$ cat src/rtl/ifhg_pkg.sv
// Shared types and constants for the IPv4 fragment header generator.
// Used by every module in rtl/; depends on nothing.
`timescale 1ns / 1ps

package ifhg_pkg;

    localparam int CFG_INDEX_W = 3;
    localparam int CFG_DATA_W  = 32;

    localparam logic [15:0] VER_IHL_TOS = 16'h4500;
    localparam logic [15:0] HDR_BYTES   = 16'd20;
    localparam logic [12:0] UNITS_MIN   = 13'd128;
    localparam logic [12:0] UNITS_MAX   = 13'd8189;

    typedef enum logic [CFG_INDEX_W-1:0] {
        REG_SRC_ADDRESS     = 3'd0,
        REG_DST_ADDRESS     = 3'd1,
        REG_DATAGRAM_ID     = 3'd2,
        REG_FRAGMENT_UNITS  = 3'd3,
        REG_TIME_TO_LIVE    = 3'd4,
        REG_PROTOCOL_NUMBER = 3'd5
    } cfg_reg_t;

    typedef struct packed {
        logic [31:0] src_address;
        logic [31:0] dst_address;
        logic [15:0] datagram_id;
        logic [12:0] fragment_units;
        logic [7:0]  time_to_live;
        logic [7:0]  protocol_number;
    } cfg_t;

    typedef struct packed {
        logic [15:0] start;
        logic [15:0] chunk;
        logic        more;
    } frag_t;

endpackage

$ cat src/rtl/ifhg_cfg.sv
// Configuration register file of the fragment header generator.
// Depends on ifhg_pkg for the register codes and the cfg_t bundle.
`timescale 1ns / 1ps

module ifhg_cfg (
    input  logic                           clk,
    input  logic                           rst_n,
    input  logic                           cfg_valid,
    output logic                           cfg_ready,
    input  logic [ifhg_pkg::CFG_INDEX_W-1:0] cfg_index,
    input  logic [ifhg_pkg::CFG_DATA_W-1:0]  cfg_data,
    output ifhg_pkg::cfg_t                 cfg
);
    import ifhg_pkg::*;

    cfg_t cfg_reg;

    assign cfg_ready = 1'b1;
    assign cfg       = cfg_reg;

    always_ff @(posedge clk or negedge rst_n)
    begin
        if (!rst_n)
        begin
            cfg_reg.src_address     <= 32'hC0A8_0101;
            cfg_reg.dst_address     <= 32'hC0A8_0102;
            cfg_reg.datagram_id     <= 16'd54321;
            cfg_reg.fragment_units  <= 13'd1125;
            cfg_reg.time_to_live    <= 8'd64;
            cfg_reg.protocol_number <= 8'd17;
        end
        else if (cfg_valid && cfg_ready)
        begin
            case (cfg_index)
                REG_SRC_ADDRESS:     cfg_reg.src_address     <= cfg_data;
                REG_DST_ADDRESS:     cfg_reg.dst_address     <= cfg_data;
                REG_DATAGRAM_ID:     cfg_reg.datagram_id     <= cfg_data[15:0];
                REG_FRAGMENT_UNITS:  cfg_reg.fragment_units  <= cfg_data[12:0];
                REG_TIME_TO_LIVE:    cfg_reg.time_to_live    <= cfg_data[7:0];
                REG_PROTOCOL_NUMBER: cfg_reg.protocol_number <= cfg_data[7:0];
                default: ;
            endcase
        end
    end

endmodule

$ cat src/rtl/ifhg_frag_gen.sv
// Fragment sequencer: walks one datagram and issues one chunk per cycle while frag_ready is high.
// Depends on ifhg_pkg for cfg_t, frag_t and the chunk size limits.
`timescale 1ns / 1ps

module ifhg_frag_gen (
    input  logic           clk,
    input  logic           rst_n,
    input  ifhg_pkg::cfg_t cfg,
    input  logic           in_valid,
    output logic           in_stall,
    input  logic [15:0]    datagram_length,
    output logic           frag_valid,
    input  logic           frag_ready,
    output ifhg_pkg::frag_t frag
);
    import ifhg_pkg::*;

    logic        active_reg;
    logic        active_next;
    logic [15:0] len_reg;
    logic [15:0] start_reg;
    logic [15:0] size_reg;
    logic [15:0] rest;
    logic        more;
    logic        issue;
    logic        accept;
    logic [12:0] units;
    logic [16:0] start_sum;

    always_comb
    begin
        units = cfg.fragment_units;
        if (units < UNITS_MIN)
        begin
            units = UNITS_MIN;
        end
        if (units > UNITS_MAX)
        begin
            units = UNITS_MAX;
        end
    end

    assign rest      = len_reg - start_reg;
    assign more      = rest > size_reg;
    assign start_sum = {1'b0, start_reg} + {1'b0, size_reg};

    assign frag_valid = active_reg;
    assign frag.start = start_reg;
    assign frag.chunk = more ? size_reg : rest;
    assign frag.more  = more;

    assign issue    = active_reg && frag_ready;
    assign in_stall = active_reg && !(frag_ready && !more);
    assign accept   = in_valid && !in_stall;

    always_comb
    begin
        active_next = active_reg;
        if (issue && !more)
        begin
            active_next = 1'b0;
        end
        if (accept)
        begin
            active_next = (datagram_length != 16'd0);
        end
    end

    always_ff @(posedge clk or negedge rst_n)
    begin
        if (!rst_n)
        begin
            active_reg <= 1'b0;
        end
        else
        begin
            active_reg <= active_next;
        end
    end

    always_ff @(posedge clk)
    begin
        if (accept)
        begin
            len_reg   <= datagram_length;
            start_reg <= 16'd0;
            size_reg  <= {units, 3'b000};
        end
        else if (issue && more)
        begin
            start_reg <= start_sum[15:0];
        end
    end

endmodule

$ cat src/rtl/ifhg_csum_pipe.sv
// Header field and checksum pipeline: sum, fold, complement, output register.
// Depends on ifhg_pkg for cfg_t, frag_t and the fixed header words.
`timescale 1ns / 1ps

module ifhg_csum_pipe (
    input  logic            clk,
    input  logic            rst_n,
    input  ifhg_pkg::cfg_t  cfg,
    input  logic            frag_valid,
    output logic            frag_ready,
    input  ifhg_pkg::frag_t frag,
    output logic            out_valid,
    input  logic            out_stall,
    output logic [15:0]     total_length,
    output logic [12:0]     fragment_offset,
    output logic            mf_flag,
    output logic [15:0]     header_checksum,
    output logic [15:0]     payload_start,
    output logic [15:0]     chunk_length,
    output logic            last
);
    import ifhg_pkg::*;

    logic        s1_valid_reg;
    logic [15:0] s1_tot_reg;
    logic        s1_more_reg;
    logic [15:0] s1_start_reg;
    logic [15:0] s1_chunk_reg;
    logic [16:0] s1_sum_a_reg;
    logic [18:0] s1_sum_c_reg;

    logic        s2_valid_reg;
    logic [15:0] s2_tot_reg;
    logic        s2_more_reg;
    logic [15:0] s2_start_reg;
    logic [15:0] s2_chunk_reg;
    logic [16:0] s2_fold_reg;

    logic        s3_valid_reg;
    logic [15:0] s3_tot_reg;
    logic        s3_more_reg;
    logic [15:0] s3_start_reg;
    logic [15:0] s3_chunk_reg;
    logic [15:0] s3_csum_reg;

    logic        rdy1;
    logic        rdy2;
    logic        rdy3;
    logic [15:0] tot_next;
    logic [15:0] flags_off;
    logic [16:0] sum_a_next;
    logic [18:0] sum_c_next;
    logic [19:0] sum_all;
    logic [16:0] fold_next;
    logic [15:0] fold2;

    assign rdy3       = !s3_valid_reg || !out_stall;
    assign rdy2       = !s2_valid_reg || rdy3;
    assign rdy1       = !s1_valid_reg || rdy2;
    assign frag_ready = rdy1;

    assign tot_next   = HDR_BYTES + frag.chunk;
    assign flags_off  = {2'b00, frag.more, frag.start[15:3]};
    assign sum_a_next = {1'b0, tot_next} + {1'b0, flags_off};
    assign sum_c_next = {3'b000, VER_IHL_TOS}
                      + {3'b000, cfg.datagram_id}
                      + {3'b000, cfg.time_to_live, cfg.protocol_number}
                      + {3'b000, cfg.src_address[31:16]}
                      + {3'b000, cfg.src_address[15:0]}
                      + {3'b000, cfg.dst_address[31:16]}
                      + {3'b000, cfg.dst_address[15:0]};

    assign sum_all   = {3'b000, s1_sum_a_reg} + {1'b0, s1_sum_c_reg};
    assign fold_next = {13'd0, sum_all[19:16]} + {1'b0, sum_all[15:0]};
    assign fold2     = s2_fold_reg[15:0] + {15'd0, s2_fold_reg[16]};

    always_ff @(posedge clk or negedge rst_n)
    begin
        if (!rst_n)
        begin
            s1_valid_reg <= 1'b0;
            s2_valid_reg <= 1'b0;
            s3_valid_reg <= 1'b0;
        end
        else
        begin
            if (rdy1)
            begin
                s1_valid_reg <= frag_valid;
            end
            if (rdy2)
            begin
                s2_valid_reg <= s1_valid_reg;
            end
            if (rdy3)
            begin
                s3_valid_reg <= s2_valid_reg;
            end
        end
    end

    always_ff @(posedge clk)
    begin
        if (rdy1 && frag_valid)
        begin
            s1_tot_reg   <= tot_next;
            s1_more_reg  <= frag.more;
            s1_start_reg <= frag.start;
            s1_chunk_reg <= frag.chunk;
            s1_sum_a_reg <= sum_a_next;
            s1_sum_c_reg <= sum_c_next;
        end
        if (rdy2 && s1_valid_reg)
        begin
            s2_tot_reg   <= s1_tot_reg;
            s2_more_reg  <= s1_more_reg;
            s2_start_reg <= s1_start_reg;
            s2_chunk_reg <= s1_chunk_reg;
            s2_fold_reg  <= fold_next;
        end
        if (rdy3 && s2_valid_reg)
        begin
            s3_tot_reg   <= s2_tot_reg;
            s3_more_reg  <= s2_more_reg;
            s3_start_reg <= s2_start_reg;
            s3_chunk_reg <= s2_chunk_reg;
            s3_csum_reg  <= ~fold2;
        end
    end

    assign out_valid       = s3_valid_reg;
    assign total_length    = s3_tot_reg;
    assign fragment_offset = s3_start_reg[15:3];
    assign mf_flag         = s3_more_reg;
    assign header_checksum = s3_csum_reg;
    assign payload_start   = s3_start_reg;
    assign chunk_length    = s3_chunk_reg;
    assign last            = !s3_more_reg;

endmodule

$ cat src/rtl/ipv4_fragment_header_generator.sv
// IPv4 fragment header generator, top level.
// A datagram's first header passes the sequencer registers, then stages s1, s2, s3;
// one header per cycle after that while out_stall stays low.
// The input stalls while the fragments (1..64) of a datagram are issued, and is free
// as the last one goes; ifhg_frag_gen issues one per cycle while frag_ready is high.
// Reset: rst_n clears all valid state and loads the register defaults.
// Depends on ifhg_pkg, ifhg_cfg, ifhg_frag_gen and ifhg_csum_pipe.
`timescale 1ns / 1ps

module ipv4_fragment_header_generator (
    input  logic                             clk,
    input  logic                             rst_n,
    input  logic                             cfg_valid,
    output logic                             cfg_ready,
    input  logic [ifhg_pkg::CFG_INDEX_W-1:0] cfg_index,
    input  logic [ifhg_pkg::CFG_DATA_W-1:0]  cfg_data,
    input  logic                             in_valid,
    output logic                             in_stall,
    input  logic [15:0]                      datagram_length,
    output logic                             out_valid,
    input  logic                             out_stall,
    output logic [15:0]                      total_length,
    output logic [12:0]                      fragment_offset,
    output logic                             mf_flag,
    output logic [15:0]                      header_checksum,
    output logic [15:0]                      payload_start,
    output logic [15:0]                      chunk_length,
    output logic                             last
);
    import ifhg_pkg::*;

    cfg_t  cfg;
    frag_t frag;
    logic  frag_valid;
    logic  frag_ready;

    ifhg_cfg u_cfg (
        .clk       (clk),
        .rst_n     (rst_n),
        .cfg_valid (cfg_valid),
        .cfg_ready (cfg_ready),
        .cfg_index (cfg_index),
        .cfg_data  (cfg_data),
        .cfg       (cfg)
    );

    ifhg_frag_gen u_frag_gen (
        .clk             (clk),
        .rst_n           (rst_n),
        .cfg             (cfg),
        .in_valid        (in_valid),
        .in_stall        (in_stall),
        .datagram_length (datagram_length),
        .frag_valid      (frag_valid),
        .frag_ready      (frag_ready),
        .frag            (frag)
    );

    ifhg_csum_pipe u_csum_pipe (
        .clk             (clk),
        .rst_n           (rst_n),
        .cfg             (cfg),
        .frag_valid      (frag_valid),
        .frag_ready      (frag_ready),
        .frag            (frag),
        .out_valid       (out_valid),
        .out_stall       (out_stall),
        .total_length    (total_length),
        .fragment_offset (fragment_offset),
        .mf_flag         (mf_flag),
        .header_checksum (header_checksum),
        .payload_start   (payload_start),
        .chunk_length    (chunk_length),
        .last            (last)
    );

    a_idle_takes_input: assert property (@(posedge clk) disable iff (!rst_n)
        !frag_valid |-> !in_stall)
        else $error("input stalled while sequencer idle");

    a_total_length: assert property (@(posedge clk) disable iff (!rst_n)
        out_valid |-> (total_length == chunk_length + 16'd20))
        else $error("total length does not match chunk length");

    a_last_flag: assert property (@(posedge clk) disable iff (!rst_n)
        out_valid |-> (last != mf_flag))
        else $error("last and more-fragments flags disagree");

    a_offset: assert property (@(posedge clk) disable iff (!rst_n)
        out_valid |-> (fragment_offset == payload_start[15:3]))
        else $error("fragment offset does not match payload start");

endmodule

$ cat config.mk
export PLATFORM = sky130hd
export DESIGN_NAME = ipv4_fragment_header_generator
export DESIGN_NICKNAME = d
export VERILOG_FILES = /design/src/rtl/ifhg_pkg.sv /design/src/rtl/ifhg_cfg.sv /design/src/rtl/ifhg_frag_gen.sv /design/src/rtl/ifhg_csum_pipe.sv /design/src/rtl/ipv4_fragment_header_generator.sv
export SDC_FILE = /design/constraint.sdc
export NUM_CORES = 1
export LEC_CHECK = 0
export BUFFER_PORTS_ARGS = -buffer_cell sky130_fd_sc_hd__buf_2
export CELL_PAD_IN_SITES_DETAIL_PLACEMENT = 1
export CELL_PAD_IN_SITES_GLOBAL_PLACEMENT = 1
export CORE_MARGIN = 3
export CORE_UTILIZATION = 40
export CTS_BUF_LIST = sky130_fd_sc_hd__clkbuf_8
export DETAILED_ROUTE_END_ITERATION = 7
export GPL_TIMING_DRIVEN = 0
export PLACE_DENSITY_LB_ADDON = 0.1
export SYNTH_ARGS = -nofsm -noshare
export SYNTH_HDL_FRONTEND = slang
export SYNTH_SLANG_ARGS = --single-unit
$ cat constraint.sdc
create_clock -name clk -period 16.2 [get_ports clk]
set_input_delay 0.81 -clock clk [delete_from_list [all_inputs] [get_ports clk]]
set_output_delay 0.81 -clock clk [all_outputs]
set_load 0.05 [all_outputs]
# Word-level counts from Yosys, hierarchy flattened
# Index checks and enable logic that the tools add are counted.
[op_classes]
n_addsub = 13
muxes = 4
eq_ne = 5
magnitude_cmp = 3
n_reduce_logical = 28
n_bitwise = 1
[ops]
columns = ["op", "count"]
rows = [
  ["19-bit by 16-bit adder with 19-bit output", 5],
  ["17-bit by 19-bit adder with 20-bit output", 1],
  ["15-bit by 16-bit adder with 17-bit output (first input constant)", 1],
  ["16-bit by 14-bit adder with 17-bit output", 1],
  ["4-bit by 16-bit adder with 17-bit output", 1],
  ["16-bit by 1-bit adder with 16-bit output", 1],
  ["16-bit adder", 1],
  ["5-bit by 16-bit adder with 16-bit output (first input constant)", 1],
  ["16-bit > comparator", 1],
  ["16-bit 2-to-1 mux", 1],
  ["16-bit NOT", 1],
  ["16-bit nonzero test", 1],
  ["16-bit subtractor", 1],
  ["13-bit > comparator (second input constant)", 1],
  ["13-bit by 8-bit less-than comparator with 1-bit output (second input constant)", 1],
  ["13-bit 2-to-1 mux", 1],
  ["2-bit AND reduction", 6],
  ["1-bit logical AND", 8],
  ["1-bit zero test", 8],
  ["3-bit by 2-bit equality test with 1-bit output (second input constant)", 2],
  ["3-bit equality test (second input constant)", 2],
  ["3-bit by 1-bit equality test with 1-bit output (second input constant)", 1],
  ["3-bit zero test", 1],
  ["1-bit logical OR", 3],
  ["2 further kinds", 3],
]
[totals]
wordCells = 83
register_bits = 374
output_inout_bits = 82
inputBits = 56

# Longest topological paths before layout
[depth]
ltp_word = 10
depth_mapped = 34
depth_no_buf = 31

# Cells and area by module
# From an unflattened synthesis, not the netlist that was laid out.
[unflattened]
hier_cells = 1452
hier_area_um2 = 19009.5
[by_module_without_submodules]
columns = ["mod", "instances", "seq_area_each_um2", "area_per_inst_um2", "cells_each"]
rows = [
  ["ifhg_csum_pipe", 1, 6381.1, 11469.8, 859],
  ["ifhg_cfg", 1, 2763.9, 4161.5, 237],
  ["ifhg_frag_gen", 1, 1156.1, 3378.2, 356],
]

# Worst setup path before layout
# Ideal clock, no wire load.
[synth_path]
path_type = "reg-to-reg"
from = "register u_frag_gen.start_reg[3]"
to = "register u_csum_pipe.s1_sum_a_reg[15] (data pin)"
n_path_buf = 3
synth_period_minus_slack_ps = 6265
t_arrival_ps = 6005
setup_slack_ps = 9935
setup_ps = 260
path_stages_with_launch = 34
t_required_ps = 15940
cell_sequence = "dfxtp_1 > ha_1 > fa_1 > nor2b_1 > o2111a_1 > nor3_2 > o311ai_2 > a21o_1 > a21oi_1 > xnor2_1 > ha_1 > nand4_1 > nor3_2 > o31a_1 > o21a_4 > buf_6 > clkinv_4 > buf_4 > clkbuf_1 > nand2_1 > inv_1 > ha_1 > o21ai_0 > nand2b_1 > xnor2_1 > ha_1 > and3_1 > a21oi_1 > a31oi_1 > a21o_1 > a21oi_1 > and2b_2 > o21ai_2 > xnor2_1"
[synth_lines]
columns = ["item", "line", "rtl"]
rows = [
  ["from (decl)", "ifhg_frag_gen.sv:21", "logic [15:0] start_reg;"],
  ["from (signal assigned)", "ifhg_frag_gen.sv:91", "start_reg <= start_sum[15:0];"],
  ["to (signal assigned)", "ifhg_csum_pipe.sv:110", "s1_sum_a_reg <= sum_a_next;"],
  ["to (decl)", "ifhg_csum_pipe.sv:29", "logic [16:0] s1_sum_a_reg;"],
]

==> impl_metrics.toml <==
[run_status]
outcome = "complete, no violations"

[floorplan]
coreArea_um2 = 44410
start_util_pct = 40.59
ios = 138
fp-row-count = 77
dieArea_um2 = 47650
fp.dieH_um = 218.3
fp.dieW_um = 218.3

[clock_tree]
numCtsBuffers = 61
root_buffer = "clkbuf_8"
cts_setup_buffers = 0
cts.path.max_buffers = 3
cts-htree-levels = 2
clock_latency_ns = 0.67
cts_hold_buf = 0
clkTransAtPathRegs_ns = 0.06
cts_tree = "done"
clock_sinks = 356
postCtsResizedCells = 0

[setup_path]
cp_num_cells = 31
slowest_delay_ns = 0.52
ff2ff_path_depth = 31
critPathCaptureType = "flip-flop"
crit_top_cell = "ha_1"
crit_fanout = 11
arrival_ns = 8.24
cp_top_family = "compound AO/OA/AOI/OAI gates"
cp-start-kind = "flip-flop"
path_buf_inv = 5
required_ns = 16.55
slowest_stage = "dfxtp_1"
critical_path_class = "reg2reg"

[route]
dr.pass1.iters = 4
drc = 0
drt_iter0_drc = 402
vias = 10740
antenna_left = 0
avgViaCountPerCell = 4.918
routed_wl_um = 40380
wl_per_cell_um = 18.50

[cells_and_area]
largest_reg_flops = 109
layout_common_cells = "edfxtp_1, inv_1, buf_2, ha_1, mux2_2"
drive_gt1_share_pct = 24.95
num_antenna_cells = 0
fin_nets = 1766
layout_commonest_cell = "edfxtp_1"
fillers = 4686
areaGrowthSynthToFinish_pct = 15.09
stdcell_area_um2 = 20750

[yosys]
synth-seq-area-share_pct = 55.64
synth_cell_types = 82
synth-async-reset-ratio_pct = 31.74
yosysTopAreaCellShare_pct = 38.31
yosys-top-cells-area = "edfxtp_1, dfrtp_1, fa_1"
synth-seq-cells = 356
syn_avg_cell_area_um2 = 13.41
yosys.area.top_type = "edfxtp_1"
netlist_instances = 1344
yosys_warnings = 0
netlist_area_um2 = 18030
ys.flop_type = "edfxtp_1"
synth_edf_count = 230

[timing]
setup_viol = 0
fin_skew_ns = 0.05323
fmax_mhz = 126.8
fin_crit_sh_pct = 48.69
max-slew-margin-rel_pct = 24.91
slew_violations = 0
hold_viol = 0
worst_slew_pin_slew_ns = 1.118
fin_crit_ns = 7.888
final.setup.tns_ns = 0
rsz0062_at_grt = "no"

[global_route]
grt_pass1_vias = 11340
grt_use_met1_pct = 24.55
grt_pass1_wl_um = 63690
met3_usage_pct = 3.365
gr-total-overflow = 0
met2_usage_pct = 27.59
track_usage_pct = 17.36
grt_max_degree = 60
antenna_found_initial = 0
top_usage_layer = "met2"

[flow_run]
maxCapViolCount = 0

[placement]
dpl_cell_area_um2 = 19570
routabilityCongestion = 0.7948
dp_hpwl_um = 31420
io_buffer_count = 132

[min_path]
hold_path.class = "in2async"
-- worst reg2reg max path: cells and delay by family, from the launching register on --
| family | cells | cell delay, ns |
|---|---|---|
| AO/OA/AOI/OAI | 13 | 2.98 |
| XOR/XNOR | 3 | 0.50 |
| adder cells (fa/ha/maj) | 4 | 1.37 |
| buffers and inverters | 5 | 0.96 |
| flip-flops | 1 | 0.52 |
| AND/OR/NAND/NOR | 6 | 1.24 |
-- path summary, 6_finish.rpt --
check                                                         end  slack, ns                                 start
max in group asynchronous              u_cfg.cfg[100]$_DFFE_PN1P_      15.31                                 rst_n
min in group clk                  u_frag_gen.len_reg[8]$_DFFE_PP_       0.33                    datagram_length[8]
min reg2reg                   u_csum_pipe.s2_tot_reg[4]$_DFFE_PP_       0.41   u_csum_pipe.s1_tot_reg[4]$_DFFE_PP_
min                             u_frag_gen.frag_valid$_DFFE_PN0P_       0.09                                 rst_n
max                        u_csum_pipe.s1_sum_a_reg[15]$_DFFE_PP_       8.31  u_frag_gen.start_reg[4]$_SDFFE_PP0P_
max reg2reg                u_csum_pipe.s1_sum_a_reg[15]$_DFFE_PP_       8.31  u_frag_gen.start_reg[4]$_SDFFE_PP0P_
-- per-stage QoR --
step	instances	hold WS [ns]	util (%)	setup slack [ns]
6_report	2183	0.09126	46.72	8.312
5_1_grt	2183	0.07236	46.72	7.701
4_1_cts	2183	0.04895	46.72	8.236
3_5_place_dp	2075	0.4063	44.07	8.331
3_3_place_gp	2070	0.4035	43.76	8.511
2_1_floorplan	1346	0.4003	-	9.935
-- Yosys cell counts, drive strengths merged, types with 21 or more instances --
library cell	count
a21oi	59
nor2	51
buf	21
fa	69
xor2	41
o21ai	55
nand2	77
inv	119
dfstp	29
edfxtp	230
mux2	91
ha	95
dfrtp	84
xnor2	59
-- routing by layer --
metal  part of all wire, %  routed length (um)
met1                    47               19140
met2                    46               18430
met3                   5.0                2005
met4                   2.0                 801
met5                     0                   0
-- cells by family after synthesis --
group	Yosys count	share of synthesized area (%)
flip-flops	356	55.64
AO/OA/AOI/OAI	197	7.266
XOR/XNOR	100	4.983
adder cells (fa/ha/maj)	164	14.25
AND/OR/NAND/NOR	264	7.544
other	2	0.04166
buffers and inverters	161	3.838
multiplexers	100	6.433
-- area by class of cell --
| class | count | area, um2 | area share, % |
|---|---|---|---|
| buffer | 41 | 237.7 | 1.146 |
| clock buffer | 68 | 935.9 | 4.511 |
| clock inverter | 40 | 240.2 | 1.158 |
| inverter | 120 | 455.4 | 2.195 |
| multi-input combinational | 829 | 7333 | 35.34 |
| sequential | 356 | 10030 | 48.34 |
| tap | 592 | 740.7 | 3.570 |
| timing repair buffer | 137 | 774.5 | 3.733 |
Power is left out: the tool's default activity adds up to more than one toggle a clock period on the data nets, which glitch-free logic cannot reach.
